**src/design/bes_pkg.sv**
```systemverilog
package bes_pkg;

  // Default capacity of the element store.
  localparam int unsigned MAX_LEN_DEF = 32;

  // Width of one stored element (signed byte).
  localparam int unsigned DATA_W = 8;

  // Request from the sequencer to the output register.
  typedef struct packed {
    logic load;   // capture the memory read data as the next result
    logic last;   // that result closes the set
  } emit_t;

endpackage

```
**src/design/bes_ram.sv**
```systemverilog
module bes_ram #(
  parameter int unsigned WIDTH = bes_pkg::DATA_W,
  parameter int unsigned DEPTH = bes_pkg::MAX_LEN_DEF,
  localparam int unsigned AW = (DEPTH > 1) ? $clog2(DEPTH) : 1
) (
  input  logic             clk,
  input  logic             wr_en,
  input  logic [AW-1:0]    wr_addr,
  input  logic [WIDTH-1:0] wr_data,
  input  logic             rd_en,
  input  logic [AW-1:0]    rd_addr,
  output logic [WIDTH-1:0] rd_data
);

  logic [WIDTH-1:0] mem [DEPTH];

  // Read data holds its value on cycles without a read.
  always_ff @(posedge clk) begin
    if (wr_en) begin
      mem[wr_addr] <= wr_data;
    end
    if (rd_en) begin
      rd_data <= mem[rd_addr];
    end
  end

endmodule

```
**src/design/bes_ctrl.sv**
```systemverilog
module bes_ctrl #(
  parameter int unsigned MAX_LEN = bes_pkg::MAX_LEN_DEF,
  localparam int unsigned AW = (MAX_LEN > 1) ? $clog2(MAX_LEN) : 1,
  localparam int unsigned CW = $clog2(MAX_LEN + 1)
) (
  input  logic                             clk,
  input  logic                             rst_n,
  input  logic                             in_valid,
  output logic                             in_ready,
  input  logic signed [bes_pkg::DATA_W-1:0] in_value,
  input  logic                             in_last,
  input  logic                             out_free,
  output logic                             rd_en,
  output logic [AW-1:0]                    rd_addr,
  input  logic [bes_pkg::DATA_W-1:0]       rd_data,
  output logic                             wr_en,
  output logic [AW-1:0]                    wr_addr,
  output logic [bes_pkg::DATA_W-1:0]       wr_data,
  output bes_pkg::emit_t                   emit
);

  typedef enum logic [6:0] {
    S_LOAD  = 7'b0000001,
    S_OUTER = 7'b0000010,
    S_FETCH = 7'b0000100,
    S_INNER = 7'b0001000,
    S_WB    = 7'b0010000,
    S_ERD   = 7'b0100000,
    S_ELD   = 7'b1000000
  } state_t;

  state_t                      state_r, state_nxt;
  logic [CW-1:0]               cnt_r, cnt_nxt;
  logic [CW-1:0]               i_r, i_nxt;
  logic [CW-1:0]               j_r, j_nxt;
  logic [CW-1:0]               k_r, k_nxt;
  logic [bes_pkg::DATA_W-1:0]  a_r, a_nxt;
  logic [CW-1:0]               ip1, jp1, kp1, n_last;
  logic                        room;

  assign ip1    = i_r + CW'(1);
  assign jp1    = j_r + CW'(1);
  assign kp1    = k_r + CW'(1);
  assign room   = (cnt_r < CW'(MAX_LEN));
  assign n_last = room ? (cnt_r + CW'(1)) : cnt_r;

  always_comb begin
    state_nxt = state_r;
    cnt_nxt   = cnt_r;
    i_nxt     = i_r;
    j_nxt     = j_r;
    k_nxt     = k_r;
    a_nxt     = a_r;
    in_ready  = 1'b0;
    rd_en     = 1'b0;
    rd_addr   = '0;
    wr_en     = 1'b0;
    wr_addr   = '0;
    wr_data   = '0;
    emit      = '0;
    unique case (state_r)
      S_LOAD: begin
        in_ready = 1'b1;
        if (in_valid) begin
          if (room) begin
            wr_en   = 1'b1;
            wr_addr = cnt_r[AW-1:0];
            wr_data = in_value;
            cnt_nxt = cnt_r + CW'(1);
          end
          if (in_last) begin
            i_nxt     = '0;
            k_nxt     = '0;
            state_nxt = (n_last > CW'(1)) ? S_OUTER : S_ERD;
          end
        end
      end
      S_OUTER: begin
        rd_en     = 1'b1;
        rd_addr   = i_r[AW-1:0];
        state_nxt = S_FETCH;
      end
      S_FETCH: begin
        // a_r takes the element at the outer position and keeps the smallest value seen in the pass.
        a_nxt     = rd_data;
        rd_en     = 1'b1;
        rd_addr   = ip1[AW-1:0];
        j_nxt     = ip1;
        state_nxt = S_INNER;
      end
      S_INNER: begin
        if ($signed(a_r) > $signed(rd_data)) begin
          wr_en   = 1'b1;
          wr_addr = j_r[AW-1:0];
          wr_data = a_r;
          a_nxt   = rd_data;
        end
        if (jp1 < cnt_r) begin
          rd_en   = 1'b1;
          rd_addr = jp1[AW-1:0];
          j_nxt   = jp1;
        end else begin
          state_nxt = S_WB;
        end
      end
      S_WB: begin
        wr_en   = 1'b1;
        wr_addr = i_r[AW-1:0];
        wr_data = a_r;
        i_nxt   = ip1;
        if ((ip1 + CW'(1)) < cnt_r) begin
          state_nxt = S_OUTER;
        end else begin
          k_nxt     = '0;
          state_nxt = S_ERD;
        end
      end
      S_ERD: begin
        rd_en     = 1'b1;
        rd_addr   = k_r[AW-1:0];
        state_nxt = S_ELD;
      end
      S_ELD: begin
        if (out_free) begin
          emit.load = 1'b1;
          emit.last = (kp1 == cnt_r);
          k_nxt     = kp1;
          if (kp1 == cnt_r) begin
            cnt_nxt   = '0;
            state_nxt = S_LOAD;
          end else begin
            state_nxt = S_ERD;
          end
        end
      end
      default: begin
        state_nxt = S_LOAD;
      end
    endcase
  end

  always_ff @(posedge clk) begin
    if (!rst_n) begin
      state_r <= S_LOAD;
      cnt_r   <= '0;
      i_r     <= '0;
      j_r     <= '0;
      k_r     <= '0;
    end else begin
      state_r <= state_nxt;
      cnt_r   <= cnt_nxt;
      i_r     <= i_nxt;
      j_r     <= j_nxt;
      k_r     <= k_nxt;
    end
  end

  always_ff @(posedge clk) begin
    a_r <= a_nxt;
  end

endmodule

```
**src/design/byte_exchange_sorter_top.sv**
```systemverilog
// Loading accepts requests back to back; a request without last gives no result.
// After the last request of n elements, the sort is paced by the single read
// port of the element memory (one compare per cycle).
// Each result is read from memory, then loaded once the output register is free.
// Reset (rst_n, synchronous, active low) clears the sequencer and the output valid;
// the element memory is not cleared, since only entries of the current set are read.
module byte_exchange_sorter_top #(
  parameter int unsigned MAX_LEN = bes_pkg::MAX_LEN_DEF
) (
  input  logic                              clk,
  input  logic                              rst_n,
  input  logic                              in_valid,
  output logic                              in_ready,
  input  logic signed [bes_pkg::DATA_W-1:0] in_value,
  input  logic                              in_last,
  output logic                              out_valid,
  input  logic                              out_ready,
  output logic signed [bes_pkg::DATA_W-1:0] out_sorted_value,
  output logic                              out_end_of_set
);

  localparam int unsigned AW = (MAX_LEN > 1) ? $clog2(MAX_LEN) : 1;

  // Memory ports driven by the sequencer.
  logic                       rd_en;
  logic [AW-1:0]              rd_addr;
  logic [bes_pkg::DATA_W-1:0] rd_data;
  logic                       wr_en;
  logic [AW-1:0]              wr_addr;
  logic [bes_pkg::DATA_W-1:0] wr_data;
  bes_pkg::emit_t             emit;

  // Output register state.
  logic                       out_valid_r;
  logic [bes_pkg::DATA_W-1:0] out_value_r;
  logic                       out_eos_r;
  logic                       out_free;

  // The output register can take a new result when it is empty or being drained
  // in this same cycle.
  assign out_free = !out_valid_r || out_ready;

  // The sequencer loads elements into the memory, runs the exchange sort as
  // read-compare-write passes, and streams the sorted set out of the memory.
  bes_ctrl #(
    .MAX_LEN (MAX_LEN)
  ) u_ctrl (
    .clk      (clk),
    .rst_n    (rst_n),
    .in_valid (in_valid),
    .in_ready (in_ready),
    .in_value (in_value),
    .in_last  (in_last),
    .out_free (out_free),
    .rd_en    (rd_en),
    .rd_addr  (rd_addr),
    .rd_data  (rd_data),
    .wr_en    (wr_en),
    .wr_addr  (wr_addr),
    .wr_data  (wr_data),
    .emit     (emit)
  );

  // Element store: one write port and one registered read port.
  bes_ram #(
    .WIDTH (bes_pkg::DATA_W),
    .DEPTH (MAX_LEN)
  ) u_ram (
    .clk     (clk),
    .wr_en   (wr_en),
    .wr_addr (wr_addr),
    .wr_data (wr_data),
    .rd_en   (rd_en),
    .rd_addr (rd_addr),
    .rd_data (rd_data)
  );

  // The output register decouples the result channel from the sequencer, so a new
  // set can start loading while the final result of the previous set still waits.
  always_ff @(posedge clk) begin
    if (!rst_n) begin
      out_valid_r <= 1'b0;
    end else if (emit.load) begin
      out_valid_r <= 1'b1;
    end else if (out_ready) begin
      out_valid_r <= 1'b0;
    end
  end

  // Payload needs no reset; it is only looked at while out_valid_r is set.
  always_ff @(posedge clk) begin
    if (emit.load) begin
      out_value_r <= rd_data;
      out_eos_r   <= emit.last;
    end
  end

  assign out_valid        = out_valid_r;
  assign out_sorted_value = out_value_r;
  assign out_end_of_set   = out_eos_r;

endmodule

```
**config.mk**
```make
export PLATFORM = sky130hd
export DESIGN_NAME = byte_exchange_sorter_top
export DESIGN_NICKNAME = d
export VERILOG_FILES = /design/src/design/bes_pkg.sv /design/src/design/bes_ram.sv /design/src/design/bes_ctrl.sv /design/src/design/byte_exchange_sorter_top.sv
export SDC_FILE = /design/constraint.sdc
export NUM_CORES = 1
export LEC_CHECK = 0
export BUFFER_PORTS_ARGS = -buffer_cell sky130_fd_sc_hd__buf_2
export CORE_MARGIN = 3
export CORE_UTILIZATION = 65
export DETAILED_ROUTE_END_ITERATION = 16
export PLACE_DENSITY = 0.87
export SLEW_MARGIN = 30
export SYNTH_ARGS = -nofsm -noshare
export SYNTH_HDL_FRONTEND = slang
export SYNTH_HIERARCHICAL = 1
export SYNTH_SLANG_ARGS = --single-unit
export TNS_END_PERCENT = 50
```
**constraint.sdc**
```tcl
create_clock -name clk -period 8.66 [get_ports clk]
set_input_delay 0.866 -clock clk [delete_from_list [all_inputs] [get_ports clk]]
set_output_delay 0.866 -clock clk [all_outputs]
set_load 0.02 [all_outputs]
```
==> results of run 1 <==
[critical path: cells and delay by family, from the launching register on]
kind                       cells  cell delay (ps)
AOI/OAI and AO/OA              5             1690
xor gates and xnor gates       1              260
adders and majority gates      2              570
buffers and inverters          2              670
DFF                            1              470
muxes                          3             1430
and+or+nand+nor                1              120
[where the power goes]
part | internal, W | switching [W]
clock | 0.000841 | 0.000565
combinational | 0.000137 | 0.000316
sequential | 0.00179 | 0.0000374
total | 0.00277 | 0.000918
[cell families (layout without fill, tap and decap cells)]
group	Yosys count	count (layout)	share of synthesized area
DFF	313	313	0.6800
and+or+nand+nor	177	177	0.06991
AOI/OAI and AO/OA	102	102	0.05248
muxes	88	88	0.1417
buffers and inverters	62	112	0.02005
adders and majority gates	25	25	0.02343
xor gates and xnor gates	19	19	0.01246
[cell type report]
| type | instances | share of cell area |
|---|---|---|
| sequential | 313 | 0.6133 |
| inverter | 25 | 0.006339 |
| clock buffer | 31 | 0.05096 |
| timing repair buffer | 31 | 0.01209 |
| multi-input combinational | 411 | 0.2742 |
| clock inverter | 25 | 0.02079 |
| tap | 265 | 0.02240 |
[metal layers]
metal  wire (um)  GRT usage
met1       11780     0.4383
met2       17340     0.5316
met3        4019    0.05135
met4        1773     0.1181
met5           0          0
[sequential cells by signal (all words and copies together) (netlist names)]
name              cells
out_valid             1
u_ctrl/a_r            8
u_ctrl/cnt_r          6
u_ram/rd_data         8
u_ctrl/j_r            6
out_end_of_set        1
u_ctrl/i_r            6
u_ctrl/state_r        7
out_sorted_value      8
u_ctrl/k_r            6
u_ram/mem           256
[worst paths after layout]
path,from,end,slack [ps],depth (start not counted)
worst max-delay path,u_ctrl/j_r[0],u_ram/rd_data[0],3150,14
worst min-delay path,u_ctrl/i_r[5],u_ctrl/i_r[5],510,2
worst max register to register,u_ctrl/j_r[0],u_ram/rd_data[0],3150,14
worst min register to register,u_ctrl/i_r[5],u_ctrl/i_r[5],510,2
[cell usage in the layout (no fill, tap or decap), drive strengths merged, types with 5 or more instances in the layout]
master and instances:
a21o 7, a21oi 22, a22o 10, a31oi 8, buf 31, bufinv 7
clkbuf 31, clkinv 16, dfxtp 32, edfxtp 281, ha 25, inv 24
mux2 8, mux4 80, nand2 29, nand3 25, nand3b 9, nor2 64
nor3 10, o211ai 5, o21ai 20, or3 5, xnor2 10, xor2 9
[through the flow]
step | setup WS [ps] | hold slack, ps | utilization
finish | 3146 | 512.1 | 0.7460
global route | 2774 | 521.1 | 0.7460
CTS | 3152 | 502.3 | 0.7445
detailed placement | 3337 | 469.8 | 0.6910
global placement | 3464 | 456.0 | 0.6903
floorplan | 4717 | 444.4 | -
==> results.txt, run 1 <==
- Routed wire length: about 35000 um
- Unrepaired setup endpoints after global routing: false
- Of the available clock period, the critical path in the final layout requires 0.6368.
* Placed wire-length estimate: between 20000 and 25000 um
* Horizontal die dimension: around 150 um
- Sequential cell area: around 9100 um^2
- Initial drt markers: 1203
* Non-filler cells in the finished layout: approximately 1100
- Via count of the first global-routing pass: just under 8000
- The initialized floorplan defines between 50 and 60 standard-cell rows.
- In this run the deepest clock path goes through 3 buffers.
- Setup bufs post-CTS: 0
- Die Span Y: approximately 150 um
* Worst supply voltage drop on vdd: 223.0 uV
- Crit start category: register
- Share of synthesized area occupied by flip-flops and latches: 0.6800
- For the pin with the worst max-slew slack, the measured transition is approximately 1000 ps.
* DP Cell Count: 1045
- H-tree lvl count: 1
- # Max-Cap Violations: 0
- Netlist Area Pre-Place: ~13000 um^2
* Total Negative Setup Slacks: 0 ps
* Number of enable-type register cells in the synthesized netlist: 281
- A synthesized cell averages 16.99 um^2.
* Port Buffer Count: 23
- Clock sink count: between 300 and 400
- Max stage delay cell, worst path: sky130_fd_sc_hd__a221o_4
- Starting density of the core: 0.6728
- Entering global routing, the biggest net connects between 60 and 70 pins.
- Share of synthesized registers carrying an async set or reset: 0
- The number of hold buffers added after CTS was 0.
- Design Area, Final: ~15000 um^2
* Start-to-end type of the worst setup path: reg2reg
* Share of post-route cells with drive strength above 1: 0.2392
- In the synthesized netlist the dominant register cell turns out to be sky130_fd_sc_hd__edfxtp_1.
- Dividing total power by cell area gives a power density of between 200 and 250 nW/um^2.
- Of all nets on the critical path, the largest fanout is 38.
- Status: finished clean
* Routed wire per std cell: roughly 32 um
- Final-report hold violation count: 0
* Final setup fails: 0
- sky130_fd_sc_hd__edfxtp_1 is the most common cell in the netlist.
- The later pin in the worst-skew pair is clocked with a latency of between 500 and 600 ps.
- Vias: 8116
* Cell type contributing the most total cell area after synthesis: sky130_fd_sc_hd__edfxtp_1
* Cell area after placement: 13710 um^2
- Most numerous cell types in the synthesized netlist: sky130_fd_sc_hd__edfxtp_1 (281), sky130_fd_sc_hd__mux4_2 (80), sky130_fd_sc_hd__nor2_1 (64), sky130_fd_sc_hd__dfxtp_1 (32), sky130_fd_sc_hd__nand2_1 (28)
- Count of antenna-violating nets left after detailed routing: 0
* Max Clock Freq: about 180 MHz
* Multi-input gate area in the final layout: 4059 um^2
- Post-CTS repair changed the size of 0 cells.
- The congestion estimate from routability-driven global placement came to slightly below 0.9.
- In the global route stage, overall resource usage came out at 0.3203.
- The final-report max-slew violation count is 0.
- Area fraction of the dominant cell type after synthesis: 0.6320
* Antenna Diode Count: 0
- For this run, design rule violations remaining after detail routing come to 0.
* Crit path time final: 5514 ps
* Arrival time worst endpoint: about 5800 ps
- Leakage dissipation: slightly below 5 nW
- The synthesized design contains around 310 register bits.
* Filler Cell Count: around 1100
- Across the routed clock network, the largest skew measured is around 14 ps.
- Number of iterations in the first detailed-routing pass: 6
- After layout, the design draws a total of between 0.003 and 0.004 W.
* Headroom to the max-slew limit: 0.3335
* Number of nets produced by synthesis: ~820
- Clock edge transition at the registers on the reported setup and hold paths: 70 ps
* Cts bufs inserted: 30
- The cell count after synthesis came out at ~790.
- Antenna violations before repair: 0
* Top cells by area, synth: sky130_fd_sc_hd__edfxtp_1 (63%), sky130_fd_sc_hd__mux4_2 (13%), sky130_fd_sc_hd__dfxtp_1 (4.8%)
- The number of different library cells used by synthesis comes to 67.
- The core region is 19850 um^2.
- Walking the worst path, the cells encountered are ha_1 -> nand3_1 -> xor2_1 -> inv_1 -> ha_1 -> a21o_1 -> a21oi_1 -> o211ai_1 -> o22ai_1 -> a221o_4 -> buf_4 -> mux4_2 -> mux4_2 -> mux2_2.
- Yosys synthesis warning count: 6
- For this design the top-level I/O count stands at 24.
- After detailed routing, the number of vias per cell comes to between 7 and 8.
- The tree is rooted in a sky130_fd_sc_hd__clkbuf_16.
- Maximum cell stage delay along the critical path: approximately 710 ps
* Post-synthesis to final-layout area growth: 10.88%
* Kind of end point of the critical path: register
- The die covers about 22000 um^2.
* Data required time at the worst endpoint: ~9000 ps
- Class of the worst hold path: reg2reg
- Overflow left after global routing: 0
- Count of nets after finishing: 850
* Global-route wire length before repair: between 50000 and 60000 um
- TritonCTS built the clock tree.
(Power assumes the default switching activity.)
==> run 2, diff against run 1 <==
- ABC_AREA: default -> 1
- CORE_UTILIZATION: 65 -> 57
- PLACE_DENSITY: 0.87 -> 0.81
- clock period: 8.66 -> 5 ns (I/O delays scaled with it)
==> results.txt, run 2 <==
- The flow ran to the end, and the final reports show no timing, DRC or antenna violations.
- Number of pins exceeding their max-slew limit in the final report: 0 (unchanged)
- Routed wire length: 33680 um (-3.6%)
- The via density per instance came to 5.984 (-19%).
- Flip-flop count of the largest register after layout: 256 (unchanged)
- Kind of end point of the critical path: register
- Clock sink count: 313 (unchanged)
- Share of synthesized registers carrying an async set or reset: 0 (unchanged)
* Starting density of the core: 0.5914 (-0.08140)
- The count of inserted antenna diode cells came to 0 (unchanged).
- Netlist Area Pre-Place: 14130 um^2 (+5.8%)
- Transition time of the tightest slew-check pin: 1017 ps (+20.55 ps)
- The area share of the largest cell type after synthesis was 0.5972 (-0.03481).
- The number of buffers between clock root and the deepest sink is 3 (unchanged).
* Most frequent cell after synthesis: sky130_fd_sc_hd__nand2_1
* Most numerous cell types in the synthesized netlist: sky130_fd_sc_hd__nand2_1 (471), sky130_fd_sc_hd__edfxtp_1 (281), sky130_fd_sc_hd__nand3_1 (233), sky130_fd_sc_hd__inv_1 (63), sky130_fd_sc_hd__nor2_1 (54)
- Total power: 0.006488 W (+76%)
- The post-synthesis share of cell area spent on xor and xnor gates came to 0.01054 (-0.001926).
* Final period utilization: 0.7822 (+0.1454)
- Worst Clk Skew: 8.677 ps (-5.287 ps)
- The area enclosed by the die boundary was 26710 um^2 (+20%).
- Yosys cell types: 44 (-34%)
- The share of the synthesized area in compound gates (AO/OA/AOI/OAI) was 0.02816 (-0.02432).
* Overflow left after global routing: 0 (unchanged)
- Met2 GRT Util: 0.4047 (-0.1269)
- The signal arrival time at the worst endpoint is 4240 ps (-1590 ps).
* Leakage dissipation: 5.899 nW (+22%)
- The chip width came to 163.4 um (+9.5%).
* Routed wire per std cell: 19.68 um (-38%)
- Flip-flop cell with the highest count after synthesis: sky130_fd_sc_hd__edfxtp_1
- Post-synthesis share of cell area spent on and, or, nand and nor gates: 0.2457 (+0.1758)
* Number of standard-cell rows in the floorplan: 56 (+9.8%)
- The number of warnings issued by yosys came to 6 (unchanged).
- Top cells by area, synth: sky130_fd_sc_hd__edfxtp_1 (60%), sky130_fd_sc_hd__nand2_1 (13%), sky130_fd_sc_hd__nand3_1 (8.3%)
- Worst supply voltage drop on vdd: 256.4 uV (+15%)
- Met3 track demand over resource in global routing: 0.04134 (-0.01001)
- Class of the worst hold path: in2reg
- Number of enable-type register cells in the synthesized netlist: 281 (unchanged)
- The port buffer count came to 23 (unchanged).
- Counting stages on the worst path, the most repeated cell is sky130_fd_sc_hd__nand2_1.
* Share of post-route cells with drive strength above 1: 0.09339 (-0.1458)
* Most frequent cells in the layout: sky130_fd_sc_hd__nand2_1 (468), sky130_fd_sc_hd__edfxtp_1 (281), sky130_fd_sc_hd__nand3_1 (233)
* Number of gates given a new drive strength after cts: 0 (unchanged)
- Maximum fanout count along the critical path: 100 (+160%)
* Setup bufs post-CTS: 0 (unchanged)
- Total Negative Setup Slacks: 0 ps (unchanged)
- Dominant combinational cell family by area after synthesis: simple AND/OR/NAND/NOR gates
- Setup repair after global routing left no endpoint under its margin.
- Die Span Y: 163.4 um (+9.5%)
- The highest cell delay on the worst timing path came to 450 ps (-260 ps).
- The post-synthesis mux area share was 0 (-0.1417).
* Max Clock Freq: 255.7 MHz (+41%)
- Final estimated routing congestion in global placement: 0.9396 (+5.9%)
- Adder-cell share of the synthesized area: 0.02214 (-0.001290)
- Top Usage Layer GRT: met2
* CTS tree: yes
- Total Routing Usage GR: 0.2531 (-0.06717)
- H-tree lvl count: 1 (unchanged)
- Global Route met1 Usage: 0.3607 (-0.07757)
- The register bit count reported by yosys came to 313 (unchanged).
- The layout net count came to 1405 (+65%).
- Final routed DRC violation total: 0 (unchanged)
* Headroom to the max-slew limit: 0.3206 (-0.01289)
* Number of nets produced by synthesis: 1393 (+69%)
- Leaving out fill and tap cells, the most frequent cell in the layout is sky130_fd_sc_hd__nand2_1.
- Cell type contributing the most total cell area after synthesis: sky130_fd_sc_hd__edfxtp_1
- I/O Pins: 24 (unchanged)
* Share of synthesized area occupied by flip-flops and latches: 0.6425 (-0.03745)
- Placeable Area: 23890 um^2 (+20%)
- The DRC marker count from the first detailed-route iteration is 1460 (+21%).
* Data required time at the worst endpoint: 5330 ps (-3640 ps)
* # Max-Cap Violations: 0 (unchanged)
- The post-DP HPWL came to 20420 um (-2.9%).
- Number of iterations in the first detailed-routing pass: 5 (-1)
- The TritonCTS buffer count came to 31 (+3.3%).
- Crit start category: register
- CTS placed an instance of sky130_fd_sc_hd__clkbuf_16 at the clock tree root.
- The wire length of the first global-routing pass is 52810 um (+0.76%).
- The signal on the critical path passes through ha_1 -> nand3_1 -> xor2_1 -> inv_1 -> ha_1 -> nand2_1 -> o21a_1 -> nand2_1 -> o21ai_4 -> clkinv_2 -> buf_12 -> nand2_1 -> nand3_1 -> nand3_1 -> nand2_1 -> nand2_1 -> nand2_1 -> nand2_1 -> nand2_1.
* Clock edge transition at the registers on the reported setup and hold paths: 60 ps (about the same)
- The mean post-synth cell area is 10.43 um^2 (-39%).
- Max stage delay cell, worst path: sky130_fd_sc_hd__dfxtp_1
- The post-cts hold buffer count is 0 (unchanged).
* Gate count of the mapped netlist: 1355 (+72%)
* Final-report hold violation count: 0 (unchanged)
- Multi-input gate area in the final layout: 4368 um^2 (+7.6%)
- Count of antenna-violating nets left after detailed routing: 0 (unchanged)
- The number of failing setup endpoints in the final timing report is 0 (unchanged).
- The power per unit of standard cell area came to 418.4 nW/um^2 (+68%).
- Vias: 10240 (+26%)
- The latest clock arrival within the worst-skew pair came to 570 ps (about the same).
- The flip-flop and latch area came to 9079 um^2 (unchanged).
* Worst path buffer plus inverter count: 3 (+1)
- Maximum number of pins on one net before global-route repair: 129 (+98%)
- The count of filler cells inserted in the layout came to 1727 (+63%).
- From synthesis to final layout, the design area changed by 9.740%.
* Most flop-heavy register: u_ram/mem
- Crit path max-delay family: simple AND/OR/NAND/NOR gates
* Start-to-end type of the worst setup path: reg2reg
- Crit path time final: 3911 ps (-1604 ps)
* Antenna violations before repair: 0 (unchanged)
* Via count of the first global-routing pass: 9747 (+23%)
==> run 2: cell count changes after synthesis, sizes merged, moves of 10 or more <==
| cell | change |
|---|---|
| nand2 | +451 |
| nand3 | +209 |
| mux4 | -80 |
| inv | +49 |
| buf | +31 |
| a21oi | +15 |
| nand4 | +11 |
| a22o | -10 |
| clkbuf | -10 |
==> run 2: final timing paths <==
kind,startpoint,endpoint,depth (start not counted),slack [ps]
worst min register to register,out_valid,out_valid,2,470
worst max register to register,u_ctrl/j_r[1],u_ram/rd_data[5],19,1090
worst max-delay path,u_ctrl/j_r[1],u_ram/rd_data[5],19,1090
worst min-delay path,out_ready,out_valid,4,190
==> run 2: layer usage <==
layer,part of all wire,vias up
met2,0.46,628
li1,-,4667
met3,0.11,76
met4,0.025,0
met1,0.41,4867
met5,0,-
==> run 2: cell type report <==
| cell class | count | share of cell area |
|---|---|---|
| clock buffers | 31 | 0.05003 |
| flip-flops and latches | 313 | 0.5855 |
| inverters | 73 | 0.01791 |
| well taps | 319 | 0.02574 |
| clock inverters | 27 | 0.02332 |
| repair buffers | 37 | 0.01582 |
| multi-input cells | 911 | 0.2817 |
==> run 2: cells by family (layout without fill, tap and decap cells) <==
family | count (synthesis) | in the layout
buffers and inverters | 131 | 168
AO/OA/AOI/OAI | 72 | 72
adder cells (fa/ha/maj) | 25 | 25
XOR/XNOR | 17 | 17
flip-flops | 313 | 313
AND/OR/NAND/NOR | 797 | 797
==> run 2: worst min-delay path, cell delays in order <==
cell and delay, ps:
sky130_fd_sc_hd__buf_2 80, sky130_fd_sc_hd__inv_1 40, sky130_fd_sc_hd__nand2_2 60, sky130_fd_sc_hd__a21oi_2 40
==> run 2: metrics by stage <==
| step | hold slack, ps | util | instances | instance area (um^2) | setup slack [ps] |
|---|---|---|---|---|---|
| floorplan | 445.0 | - | 1355 | 14130 | 2244 |
| global placement | 463.4 | 0.6010 | 1653 | 14360 | 1364 |
| detailed placement | 466.3 | 0.6013 | 1653 | 14370 | 1279 |
| CTS | 189.8 | 0.6489 | 1711 | 15500 | 1205 |
| global route | 204.2 | 0.6490 | 1711 | 15510 | 846.6 |
| finish | 189.3 | 0.6490 | 1711 | 15510 | 1089 |
==> run 2: where the power goes <==
part / switching [W] / leakage [nW] / internal, W / total [W]
Clock: 0.000990 / 0.539 / 0.00155 / 0.00254
Combinational: 0.000626 / 2.52 / 0.000190 / 0.000816
Sequential: 0.0000473 / 2.84 / 0.00308 / 0.00313
Total: 0.00166 / 5.90 / 0.00483 / 0.00649
